File: src/rtl/rrfp_pkg.sv
// ----------------------------------------------------------------------------
// Radar report frame parser package
// Shared constants, frame layout offsets, status codes and channel payloads.
// ----------------------------------------------------------------------------
package rrfp_pkg;

  localparam int FRAME_BYTES_DEF = 128;
  localparam int GATE_COUNT_DEF  = 9;

  localparam int HDR_LEN  = 4;
  localparam int HIST_LEN = 5;

  localparam logic [7:0] FTR_B0    = 8'hF8;
  localparam logic [7:0] FTR_B1    = 8'hF7;
  localparam logic [7:0] FTR_B2    = 8'hF6;
  localparam logic [7:0] FTR_B3    = 8'hF5;
  localparam logic [7:0] INNER_HDR = 8'hAA;
  localparam logic [7:0] TAIL_B0   = 8'h55;
  localparam logic [7:0] TAIL_B1   = 8'h00;
  localparam logic [7:0] TYPE_ENG  = 8'h01;
  localparam logic [7:0] TYPE_BAS  = 8'h02;

  // byte offsets within the frame
  localparam int IDX_LEN_LO  = 4;
  localparam int IDX_LEN_HI  = 5;
  localparam int IDX_TYPE    = 6;
  localparam int IDX_AA      = 7;
  localparam int IDX_STATE   = 8;
  localparam int IDX_MDIST_L = 9;
  localparam int IDX_MDIST_H = 10;
  localparam int IDX_MENERGY = 11;
  localparam int IDX_SDIST_L = 12;
  localparam int IDX_SDIST_H = 13;
  localparam int IDX_SENERGY = 14;
  localparam int IDX_DDIST_L = 15;
  localparam int IDX_DDIST_H = 16;
  localparam int MIN_END_IDX = 11;
  localparam int MIN_PAY_LEN = 13;

  localparam logic [2:0] ST_VALID       = 3'd0;
  localparam logic [2:0] ST_LEN_BIG     = 3'd1;
  localparam logic [2:0] ST_BAD_FOOTER  = 3'd2;
  localparam logic [2:0] ST_BAD_PAYLOAD = 3'd3;
  localparam logic [2:0] ST_BAD_TAIL    = 3'd4;

  typedef struct packed {
    logic [7:0] rx_byte;
  } rx_item_t;

  typedef struct packed {
    logic [2:0]  status;
    logic [7:0]  tgt_state;
    logic        state_changed;
    logic [7:0]  previous_state;
    logic [15:0] moving_distance;
    logic [7:0]  moving_power;
    logic [15:0] still_distance;
    logic [7:0]  still_power;
    logic [15:0] detect_distance;
    logic        engineering;
    logic [7:0]  light_level;
    logic [7:0]  out_pin;
  } report_t;

  typedef struct packed {
    logic       valid;
    logic [7:0] rx_byte;
  } byte_stage_t;

  function automatic logic [7:0] hdr_byte(input logic [1:0] idx);
    logic [7:0] b;
    case (idx)
      2'd0:    b = 8'hF4;
      2'd1:    b = 8'hF3;
      2'd2:    b = 8'hF2;
      default: b = 8'hF1;
    endcase
    return b;
  endfunction

endpackage

File: src/rtl/rrfp_stream_if.sv
// ----------------------------------------------------------------------------
// Radar report frame parser stream interface
// Valid/ready channel carrying one payload item per transfer.
// ----------------------------------------------------------------------------
interface rrfp_stream_if #(
  parameter type payload_t = logic [7:0]
) ();
  logic     valid;
  logic     ready;
  payload_t data;

  modport source (output valid, output data, input ready);
  modport sink   (input valid, input data, output ready);
endinterface

File: src/rtl/rrfp_input_stage.sv
// ----------------------------------------------------------------------------
// Radar report frame parser input stage
// Registers each received byte ahead of the frame decoder.
// ----------------------------------------------------------------------------
module rrfp_input_stage (
  input  logic                 clk,
  input  logic                 rst,
  rrfp_stream_if.sink          rx,
  input  logic                 take,
  output rrfp_pkg::byte_stage_t stage
);

  logic       valid_q;
  logic [7:0] byte_q;

  assign rx.ready      = !valid_q || take;
  assign stage.valid   = valid_q;
  assign stage.rx_byte = byte_q;

  always_ff @(posedge clk) begin
    if (rst) begin
      valid_q <= 1'b0;
    end else if (rx.ready) begin
      valid_q <= rx.valid;
    end
    if (rx.ready) begin
      byte_q <= rx.data.rx_byte;
    end
  end

endmodule

File: src/rtl/rrfp_parser.sv
// ----------------------------------------------------------------------------
// Radar report frame parser decoder
// Tracks frame position, captures fields by offset and issues verdicts.
// ----------------------------------------------------------------------------
module rrfp_parser #(
  parameter int FRAME_BYTES = rrfp_pkg::FRAME_BYTES_DEF,
  parameter int GATE_COUNT  = rrfp_pkg::GATE_COUNT_DEF
) (
  input  logic                  clk,
  input  logic                  rst,
  input  rrfp_pkg::byte_stage_t stage,
  input  logic                  take,
  output logic                  res_valid,
  output rrfp_pkg::report_t     res
);

  localparam int PW        = $clog2(FRAME_BYTES + 1);
  localparam int LIGHT_IDX = 19 + 2 * GATE_COUNT;
  localparam int PIN_IDX   = 20 + 2 * GATE_COUNT;
  localparam int ENG_LEN   = 17 + 2 * GATE_COUNT;
  localparam int MAX_LEN   = FRAME_BYTES - 10;

  logic [PW-1:0] pos_q;
  logic [PW-1:0] pos_next;
  logic [PW-1:0] len_q;
  logic [PW-1:0] end_idx_q;
  logic [7:0]    len_lo_q;
  logic [7:0]    hist_q [rrfp_pkg::HIST_LEN];
  logic [7:0]    type_q;
  logic [7:0]    aa_q;
  logic [7:0]    state_q;
  logic [15:0]   mdist_q;
  logic [7:0]    menergy_q;
  logic [15:0]   sdist_q;
  logic [7:0]    senergy_q;
  logic [15:0]   ddist_q;
  logic [7:0]    light_q;
  logic [7:0]    pin_q;
  logic [7:0]    last_state_q;

  logic          fire;
  logic [7:0]    ch;
  logic [15:0]   pos16;
  logic [15:0]   len16;
  logic [15:0]   len_full;
  logic          hdr_miss;
  logic          len_big;
  logic          at_len_hi;
  logic          at_end;
  logic [PW-1:0] end_idx_new;
  logic [7:0]    f0, f1, f2, f3;
  logic          ftr_match;
  logic          payload_ok;
  logic          tail_ok;
  logic          verdict;
  logic [2:0]    status;
  logic          eng;

  assign fire     = stage.valid && take;
  assign ch       = stage.rx_byte;
  assign pos16    = 16'(pos_q);
  assign len16    = 16'(len_q);
  assign len_full = {ch, len_lo_q};
  assign hdr_miss = (pos_q < PW'(rrfp_pkg::HDR_LEN)) && (ch != rrfp_pkg::hdr_byte(pos_q[1:0]));
  assign at_len_hi = pos16 == 16'(rrfp_pkg::IDX_LEN_HI);
  assign len_big   = len_full > 16'(MAX_LEN);
  assign end_idx_new = (len_full < 16'(2)) ? PW'(rrfp_pkg::MIN_END_IDX)
                                           : PW'(len_full + 16'd9);
  assign at_end = (pos16 > 16'(rrfp_pkg::IDX_LEN_HI)) && (pos_q == end_idx_q);

  always_comb begin
    if (len16 == 16'd0) begin
      f0 = hist_q[4]; f1 = hist_q[3]; f2 = hist_q[2]; f3 = hist_q[1];
    end else if (len16 == 16'd1) begin
      f0 = hist_q[3]; f1 = hist_q[2]; f2 = hist_q[1]; f3 = hist_q[0];
    end else begin
      f0 = hist_q[2]; f1 = hist_q[1]; f2 = hist_q[0]; f3 = ch;
    end
  end

  assign ftr_match  = (f0 == rrfp_pkg::FTR_B0) && (f1 == rrfp_pkg::FTR_B1) &&
                      (f2 == rrfp_pkg::FTR_B2) && (f3 == rrfp_pkg::FTR_B3);
  assign payload_ok = (len16 >= 16'(rrfp_pkg::MIN_PAY_LEN)) &&
                      ((type_q == rrfp_pkg::TYPE_ENG) || (type_q == rrfp_pkg::TYPE_BAS)) &&
                      (aa_q == rrfp_pkg::INNER_HDR);
  assign tail_ok    = (hist_q[4] == rrfp_pkg::TAIL_B0) && (hist_q[3] == rrfp_pkg::TAIL_B1);
  assign eng        = (type_q == rrfp_pkg::TYPE_ENG) && (len16 >= 16'(ENG_LEN));

  always_comb begin
    pos_next = pos_q + PW'(1);
    verdict  = 1'b0;
    status   = rrfp_pkg::ST_VALID;
    if (hdr_miss) begin
      pos_next = '0;
    end else if (at_len_hi && len_big) begin
      pos_next = '0;
      verdict  = 1'b1;
      status   = rrfp_pkg::ST_LEN_BIG;
    end else if (at_end) begin
      pos_next = '0;
      verdict  = 1'b1;
      if (!ftr_match) begin
        status = rrfp_pkg::ST_BAD_FOOTER;
      end else if (!payload_ok) begin
        status = rrfp_pkg::ST_BAD_PAYLOAD;
      end else if (!tail_ok) begin
        status = rrfp_pkg::ST_BAD_TAIL;
      end
    end
  end

  assign res_valid = fire && verdict;

  always_comb begin
    res                = '0;
    res.status         = status;
    res.previous_state = last_state_q;
    if (status == rrfp_pkg::ST_VALID) begin
      res.tgt_state       = state_q;
      res.state_changed   = state_q != last_state_q;
      res.moving_distance = mdist_q;
      res.moving_power    = menergy_q;
      res.still_distance  = sdist_q;
      res.still_power     = senergy_q;
      res.detect_distance = ddist_q;
      if (eng) begin
        res.engineering = 1'b1;
        res.light_level = light_q;
        res.out_pin     = pin_q;
      end
    end
  end

  always_ff @(posedge clk) begin
    if (rst) begin
      pos_q        <= '0;
      last_state_q <= '0;
    end else if (fire) begin
      pos_q <= pos_next;
      if (verdict && (status == rrfp_pkg::ST_VALID)) begin
        last_state_q <= state_q;
      end
    end
  end

  always_ff @(posedge clk) begin
    if (fire) begin
      hist_q[0] <= ch;
      for (int i = 1; i < rrfp_pkg::HIST_LEN; i++) begin
        hist_q[i] <= hist_q[i-1];
      end
      if (pos16 == 16'(rrfp_pkg::IDX_LEN_LO)) len_lo_q <= ch;
      if (at_len_hi) begin
        len_q     <= PW'(len_full);
        end_idx_q <= end_idx_new;
      end
      if (pos16 == 16'(rrfp_pkg::IDX_TYPE))    type_q         <= ch;
      if (pos16 == 16'(rrfp_pkg::IDX_AA))      aa_q           <= ch;
      if (pos16 == 16'(rrfp_pkg::IDX_STATE))   state_q        <= ch;
      if (pos16 == 16'(rrfp_pkg::IDX_MDIST_L)) mdist_q[7:0]   <= ch;
      if (pos16 == 16'(rrfp_pkg::IDX_MDIST_H)) mdist_q[15:8]  <= ch;
      if (pos16 == 16'(rrfp_pkg::IDX_MENERGY)) menergy_q      <= ch;
      if (pos16 == 16'(rrfp_pkg::IDX_SDIST_L)) sdist_q[7:0]   <= ch;
      if (pos16 == 16'(rrfp_pkg::IDX_SDIST_H)) sdist_q[15:8]  <= ch;
      if (pos16 == 16'(rrfp_pkg::IDX_SENERGY)) senergy_q      <= ch;
      if (pos16 == 16'(rrfp_pkg::IDX_DDIST_L)) ddist_q[7:0]   <= ch;
      if (pos16 == 16'(rrfp_pkg::IDX_DDIST_H)) ddist_q[15:8]  <= ch;
      if (pos16 == 16'(LIGHT_IDX))             light_q        <= ch;
      if (pos16 == 16'(PIN_IDX))               pin_q          <= ch;
    end
  end

endmodule

File: src/rtl/rrfp_output_stage.sv
// ----------------------------------------------------------------------------
// Radar report frame parser output stage
// Holds one report until the downstream side takes the transfer.
// ----------------------------------------------------------------------------
module rrfp_output_stage (
  input  logic              clk,
  input  logic              rst,
  input  logic              res_valid,
  input  rrfp_pkg::report_t res,
  output logic              open,
  rrfp_stream_if.source     report
);

  logic              valid_q;
  rrfp_pkg::report_t data_q;

  assign open         = !valid_q || report.ready;
  assign report.valid = valid_q;
  assign report.data  = data_q;

  always_ff @(posedge clk) begin
    if (rst) begin
      valid_q <= 1'b0;
    end else if (open) begin
      valid_q <= res_valid;
    end
    if (open) begin
      data_q <= res;
    end
  end

endmodule

File: src/rtl/radar_report_frame_parser_unit.sv
// Path: a frame's last byte is decoded from the input register into the report register.
// Throughput: one byte per cycle, set by the single decode stage between the
// input register and the report register; the input stalls only while a report waits.
// Reset: rst synchronous, active high; clears the frame position, the last valid
// target state and both stage valid flags. No clearing pass is needed.
// ----------------------------------------------------------------------------
// Radar report frame parser unit
// Top level: input register, frame decoder and report register.
// ----------------------------------------------------------------------------
module radar_report_frame_parser_unit #(
  parameter int FRAME_BYTES = rrfp_pkg::FRAME_BYTES_DEF,
  parameter int GATE_COUNT  = rrfp_pkg::GATE_COUNT_DEF
) (
  input  logic          clk,
  input  logic          rst,
  rrfp_stream_if.sink   rx,
  rrfp_stream_if.source report
);

  rrfp_pkg::byte_stage_t stage;
  rrfp_pkg::report_t     res;
  logic                  res_valid;
  logic                  open;

  rrfp_input_stage u_input (
    .clk   (clk),
    .rst   (rst),
    .rx    (rx),
    .take  (open),
    .stage (stage)
  );

  rrfp_parser #(
    .FRAME_BYTES (FRAME_BYTES),
    .GATE_COUNT  (GATE_COUNT)
  ) u_parser (
    .clk       (clk),
    .rst       (rst),
    .stage     (stage),
    .take      (open),
    .res_valid (res_valid),
    .res       (res)
  );

  rrfp_output_stage u_output (
    .clk       (clk),
    .rst       (rst),
    .res_valid (res_valid),
    .res       (res),
    .open      (open),
    .report    (report)
  );

endmodule

File: src/flat_wrapper.sv
// flat-port wrapper written by rule: the top's interface ports become plain ports
module radar_report_frame_parser_unit_flat import rrfp_pkg::*;
#(
  parameter int FRAME_BYTES = rrfp_pkg::FRAME_BYTES_DEF,
  parameter int GATE_COUNT  = rrfp_pkg::GATE_COUNT_DEF
)
  (clk, rst, rx_valid, rx_data, rx_ready, report_valid, report_data, report_ready);
  rrfp_stream_if #(.payload_t(rx_item_t)) rx_i ();
  rrfp_stream_if #(.payload_t(report_t)) report_i ();
  input  logic clk;
  input  logic rst;
  input wire logic [$bits(rx_i.valid)-1:0] rx_valid;
  input wire logic [$bits(rx_i.data)-1:0] rx_data;
  output wire logic [$bits(rx_i.ready)-1:0] rx_ready;
  output wire logic [$bits(report_i.valid)-1:0] report_valid;
  output wire logic [$bits(report_i.data)-1:0] report_data;
  input wire logic [$bits(report_i.ready)-1:0] report_ready;
  assign rx_i.valid = rx_valid;
  assign rx_i.data = rx_data;
  assign rx_ready = rx_i.ready;
  assign report_valid = report_i.valid;
  assign report_data = report_i.data;
  assign report_i.ready = report_ready;
  radar_report_frame_parser_unit #(.FRAME_BYTES(FRAME_BYTES), .GATE_COUNT(GATE_COUNT)) u_core (.clk(clk), .rst(rst), .rx(rx_i), .report(report_i));
endmodule
File: config.mk
export PLATFORM = sky130hd
export DESIGN_NAME = radar_report_frame_parser_unit_flat
export DESIGN_NICKNAME = d
export VERILOG_FILES = /design/src/rtl/rrfp_pkg.sv /design/src/rtl/rrfp_stream_if.sv /design/src/rtl/rrfp_input_stage.sv /design/src/rtl/rrfp_parser.sv /design/src/rtl/rrfp_output_stage.sv /design/src/rtl/radar_report_frame_parser_unit.sv /design/src/flat_wrapper.sv
export SDC_FILE = /design/constraint.sdc
export NUM_CORES = 1
export LEC_CHECK = 0
export BUFFER_PORTS_ARGS = -buffer_cell sky130_fd_sc_hd__buf_2
export CELL_PAD_IN_SITES_DETAIL_PLACEMENT = 1
export CELL_PAD_IN_SITES_GLOBAL_PLACEMENT = 2
export CORE_ASPECT_RATIO = 0.7
export CORE_MARGIN = 3
export CORE_UTILIZATION = 40
export CTS_BUF_LIST = sky130_fd_sc_hd__clkbuf_2 sky130_fd_sc_hd__clkbuf_4 sky130_fd_sc_hd__clkbuf_8
export CTS_CLUSTER_DIAMETER = 40
export DETAILED_ROUTE_END_ITERATION = 10
export HOLD_SLACK_MARGIN = 0.08
export PLACE_DENSITY_LB_ADDON = 0.08
export SLEW_MARGIN = 20
export SYNTH_ARGS = -nofsm -noshare
export SYNTH_HDL_FRONTEND = slang
export SYNTH_SLANG_ARGS = --single-unit
File: constraint.sdc
create_clock -name clk -period 11.8 [get_ports clk]
set_input_delay 2.36 -clock clk [delete_from_list [all_inputs] [get_ports clk]]
set_output_delay 2.36 -clock clk [all_outputs]
set_load 0.005 [all_outputs]
; Word level (Yosys, flattened, before mapping)
; Memories as Yosys holds them, arrays and structs flattened.
; Cells that the tools add are included.
[op_classes]
addsub = 2
magnitude_cmp = 6
n_eq_ne = 29
muxes = 24
reduce_logical = 39
[op_table]
columns = operator, n
row1 = 2-to-1 mux 8 bit, 11
row2 = equality test 8 x 4 -> 1 bit (second input constant), 8
row3 = equality test 8 bit (second input constant), 5
row4 = AND reduction 2 bit, 17
row5 = equality test 8 x 3 -> 1 bit (second input constant), 4
row6 = 2-to-1 mux 3 bit, 6
row7 = 2-to-1 mux 17 bit, 1
row8 = equality test 8 x 1 -> 1 bit (second input constant), 2
row9 = equality test 8 x 6 -> 1 bit (second input constant), 2
row10 = > comparator 16 x 7 -> 1 bit (second input constant), 1
row11 = zero test 16 bit, 1
row12 = < comparator 16 x 2 -> 1 bit (second input constant), 1
row13 = != test 8 bit, 2
row14 = logical AND 1 bit, 13
row15 = case mux 3 bit (3 select lines), 1
row16 = adder 8 x 1 -> 8 bit (second input constant), 1
row17 = adder 8 x 4 -> 8 bit (second input constant), 1
row18 = equality test 8 x 2 -> 1 bit (second input constant), 1
row19 = equality test 8 x 5 -> 1 bit (second input constant), 1
row20 = equality test 8 x 7 -> 1 bit (second input constant), 1
row21 = equality test 8 bit, 1
row22 = greater-or-equal comparator 8 x 4 -> 1 bit (second input constant), 1
row23 = greater-or-equal comparator 8 x 6 -> 1 bit (second input constant), 1
row24 = > comparator 8 x 3 -> 1 bit (second input constant), 1
row25 = other kinds (9), 16
[totals]
reg_bits = 255
ramBits = 40
input_bits = 12
out_inout_bits = 103
mem_count = 1
[mem_list]
columns = name, depth, width, read_ports, rd_clocked_by_memory_dff, wr, line_no
row1 = u_core.u_parser.hist_q, 5, 8, 5, 0, 5, rrfp_parser.sv:28  ; logic [7:0] hist_q [rrfp_pkg::HIST_LEN];

; Depth between registers and ports, before layout
[logic_depth]
ltp_word = 14
ltp_mapped = 9
mapped_depth_nobuf = 8

; Modules after synthesis
; A second synthesis with hierarchy kept.
[unflattened]
hier_cells = 640
hier_area_um2 = 11168.2
[by_module_without_submodules]
columns = mod, n_inst, cells_each, area_per_inst_um2, seq_area_each_um2
row1 = rrfp_parser, 1, 522, 7795.0, 5365.1
row2 = rrfp_output_stage, 1, 105, 3079.2, 3052.9
row3 = rrfp_input_stage, 1, 13, 294.0, 260.2

; Worst setup path after synthesis
; No wires, ideal clock.
[synth_timing]
kind = in2reg
from = input report_ready
to = register u_core.u_parser.ddist_q[10] (enable)
setup_ns = 0.383
arrival_ns = 6.576
t_required_ns = 11.417
setup_slack_ns = 4.840
stages = 6
path_buffers = 0
path_cell_list = nor2b_1 > inv_1 > nand2_1 > inv_1 > nand2_1 > nor3_1
[synth_via]
elab_chain_len = 3
[synth_rtl]
columns = item, line_no
row1 = "start, declared", flat_wrapper.sv:17  ; input wire logic [$bits(report_i.ready)-1:0] report_ready;
row2 = logical OR 1 bit, rrfp_output_stage.sv:17  ; assign open = !valid_q || report.ready;
row3 = logical AND 1 bit, rrfp_parser.sv:59  ; assign fire = stage.valid && take;
row4 = via u_core.u_parser.fire, rrfp_parser.sv:41  ; logic fire;
row5 = AND reduction 2 bit (no source line), n/a
row6 = "end signal, assigned", rrfp_parser.sv:167  ; if (pos16 == 16'(rrfp_pkg::IDX_DDIST_H)) ddist_q[15:8] <= ch;
row7 = "end, declared", rrfp_parser.sv:36  ; logic [15:0] ddist_q;
; The timed path passes the listed nets, and every way through them passes these cells.
; A chain may end at the register's enable or synchronous reset.

; Worst setup path in the final report
[layout_timing]
from = input report_ready
to = output rx_ready
[layout_via]
elab_chain_len = 2
[layout_rtl]
columns = item, line_no
row1 = logical OR 1 bit, rrfp_output_stage.sv:17
row2 = logical OR 1 bit, rrfp_input_stage.sv:16  ; assign rx.ready = !valid_q || take;
row3 = "end, declared", flat_wrapper.sv:14  ; output wire logic [$bits(rx_i.ready)-1:0] rx_ready;
; No other way between the ends.

==> results.py <==
metrics = {
    "run_status": {
        "status": "completed",
    },
    "power_and_ir_drop": {
        "power.net_switching_mw": 0.4044,
        "power_frac_comb_pct": 1.0,
        "ir_drop_v": 0.00009834,
        "p_int_mw": 1.633,
        "leakage_nw": 4.636,
        "clockPowerShare_pct": 42.8,
        "p_sw_share_pct": 19.85,
        "power_density_nw_per_um2": 158.2,
        "p_seq_share_pct": 56.2,
    },
    "routing": {
        "drc": 0,
        "wirelength_um": 24090,
        "final_antenna_net_count": 0,
        "via_count": 5832,
        "first_iter_violations": 344,
        "viasPerCell": 4.976,
        "drtPass1Iterations": 4,
        "wl_per_cell_um": 20.55,
    },
    "timing": {
        "max_freq_mhz": 167.1,
        "period_share_pct": 50.71,
        "rsz0062_at_grt": "false",
        "fin_tns_setup_ns": 0,
        "tightest_slew_ns": 1.020,
        "min_period_ns": 5.984,
        "max_slew_margin_pct": 31.98,
        "skew_ns": 0.01702,
        "finalMaxSlewViolations": 0,
        "hold_viol": 0,
        "setup_violations": 0,
    },
    "floorplan": {
        "io_pins": 115,
        "rows": 49,
        "dieArea_um2": 29330,
        "start_util_pct": 41.59,
        "die_x_um": 203.4,
        "die_y_um": 144.2,
        "core_region_area_um2": 26240,
    },
    "cells_and_area": {
        "syn2layout_area_growth_pct": 17.99,
        "fill_cells": 2571,
        "drive_gt1_share_pct": 26.63,
        "nets": 802,
        "num_antenna_cells": 0,
        "finish.instance_area_um2": 12880,
    },
    "setup_path": {
        "path_common_cell": "buf_2",
        "critPathTopFamily": "simple AND/OR/NAND/NOR gates",
        "r2r_slack_ns": 8.23,
        "cp.required_ns": 9.44,
        "path_buf_inv": 2,
        "crit_path_start_kind": "primary input",
        "arrival_ns": 3.62,
        "cp_slowest_cell": "nor2b_1",
        "crit_type": "primary input to output pin",
        "end_kind": "output pin",
        "cp_cell_sequence": "buf_2 > nor2b_1 > nand2_1 > buf_2",
        "critPathMaxFanout": 9,
        "cpPeakStageDelay_ns": 0.51,
    },
    "yosys": {
        "synthFlopType": "edfxtp_1",
        "synth_edf_count": 277,
        "syn_area_per_cell_um2": 17.35,
        "syn_area_um2": 10910,
        "ys_seq_area_share_pct": 79.52,
        "synthArstFlopShare_pct": 0,
        "syn_inst": 629,
        "ys_ff_latch": 295,
        "ys_types": 61,
        "synth-warning-count": 0,
        "synth_nets": 647,
    },
    "cts": {
        "cts_hold_buf": 0,
        "cts.sinks": 295,
        "clock-root-buffer": "clkbuf_8",
        "htreeDepth": 2,
        "numCtsBuffers": 47,
        "clk-insertion-delay-late_ns": 0.56,
        "cts_tree": "done",
        "cts_setup_buffers": 0,
        "post_cts_resized": 0,
        "clockBufferDepth": 3,
        "clk_pin_slew_ns": 0.06,
    },
    "grt": {
        "grt_overflow_total": 0,
        "grt_pass1_vias": 6194,
        "grt_max_degree": 73,
        "grtUsageTotal_pct": 16.54,
        "antenna_found_initial": 0,
        "grt_pass1_wl_um": 36860,
    },
    "placement": {
        "gp_congestion": 0.8019,
        "io_buffers": 114,
        "post-dp-hpwl_um": 15040,
        "place_area_um2": 11920,
    },
    "min_path": {
        "min_path_type": "flip-flop to flip-flop",
    },
    "flow_run": {
        "cap_violations": 0,
    },
}
power groups by stage:
stage                     logic [mW]  registers, mW  clock network [mW]
final                         0.0197           1.15               0.872
after global routing          0.0218           1.15               0.953
after CTS                     0.0201           1.15               0.900
after detailed placement      0.0200           1.17                   0
after global placement        0.0196           1.17                   0
after floorplan              0.00734           1.17                   0
cell usage after synthesis, drive strengths merged, types with 5 or more instances:
| cell type | n | area (µm²) |
|---|---|---|
| nor4 | 10 | 83.83 |
| or4 | 6 | 52.55 |
| ha | 6 | 75.07 |
| clkbuf | 12 | 55.05 |
| nand3 | 6 | 30.03 |
| dfxtp | 18 | 360.4 |
| edfxtp | 277 | 8318 |
| xor2 | 18 | 157.7 |
| nor3 | 15 | 75.07 |
| nor2 | 19 | 71.32 |
| buf | 6 | 35.03 |
| nand2 | 21 | 78.83 |
| nor3b | 5 | 42.54 |
| inv | 5 | 18.77 |
| or3 | 5 | 31.28 |
| and2 | 89 | 556.8 |
| o31ai | 8 | 60.06 |
| a21oi | 11 | 55.05 |
| and3 | 12 | 75.07 |
| xnor2 | 13 | 113.9 |
| nand4 | 19 | 125.1 |
cell type report:
| class | instances | area, µm² | area share [%] |
|---|---|---|---|
| sequential | 295 | 8678 | 67.40 |
| multi-input combinational | 311 | 2152 | 16.71 |
| clock buffer | 68 | 823.3 | 6.394 |
| timing repair buffer | 124 | 645.6 | 5.014 |
| tap | 357 | 446.7 | 3.469 |
| clock inverter | 12 | 108.9 | 0.8454 |
| inverter | 5 | 21.27 | 0.1652 |
path summary, 6_finish.rpt:
path	start	to	cells past startpoint
max	report_ready	rx_ready	4
min	u_core.u_parser.hist_q[0][2]	u_core.u_parser.hist_q[0][10]	0
max reg2reg	u_core.u_input.byte_q[4]	u_core.u_output.report.data[67]	7
min reg2reg	u_core.u_parser.hist_q[0][2]	u_core.u_parser.hist_q[0][10]	0
through the flow:
stage                     util, %  hold WS, ns  power (mW)  cells  setup WS (ns)
after CTS                   48.99       0.4426       2.066   1172          5.811
after global placement      45.44       0.4303       1.188   1092          5.833
after global routing        49.07       0.4477       2.120   1172          5.719
after detailed placement    45.44       0.4308       1.188   1092          5.816
after floorplan                 -       0.4176       1.173    629          4.840
final                       49.07       0.4416       2.037   1172          5.816
cell usage in the layout, fill, tap and decap left out, drive strengths merged, types with 3 or more instances in the layout:
master and n:
ha 6, nor4 10, and3 12, nand2 21, nor3 15, nand4 19
a31oi 3, edfxtp 277, o31ai 8, nand2b 3, nor2 19, and2 89
buf 124, clkbuf 68, or3 5, nand4b 3, or4 6, or4b 3
nand3 6, xor2 18, inv 5, a21oi 11, clkinv 9, xnor2 13
o21ai 3, nor3b 5, nor2b 3, dfxtp 18
routing by layer:
metal | vias to the layer above | global-route usage [%] | part of all wire (%)
met3 | 39 | 3.847 | 5.4
li1 | 2720 | - | -
met2 | 128 | 24.19 | 44
met1 | 2945 | 24.67 | 49
met4 | 0 | 5.284 | 1.9
met5 | - | 0 | 0
worst register-to-register path, stage by stage (launching register included):
cell and delay [ns]:
edfxtp_1 0.80, or4_4 0.71, nor4_4 0.45, a211oi_4 0.20, or2_2 0.38, o41ai_4 0.06
buf_4 0.50, and2_1 0.35
sequential cells by signal, indices dropped and copies added (netlist names), 16 cells and up:
signal / cells
u_core.u_output.report.data: 101
u_core.u_parser.ddist_q: 16
u_core.u_parser.hist_q: 40
u_core.u_parser.mdist_q: 16
u_core.u_parser.sdist_q: 16
kinds of logic (layout without fill, tap and decap cells):
kind of cell               count (synthesis)  count (layout)  synth area share (%)
DFF                                      295             295                 79.52
and+or+nand+nor                          229             229                 12.89
AOI/OAI and AO/OA                         45              45                 3.417
xor gates and xnor gates                  31              31                 2.488
buffers and inverters                     23             209                0.9974
adders and majority gates                  6               6                0.6879
No activity file was read; power rests on OpenSTA's default activity.
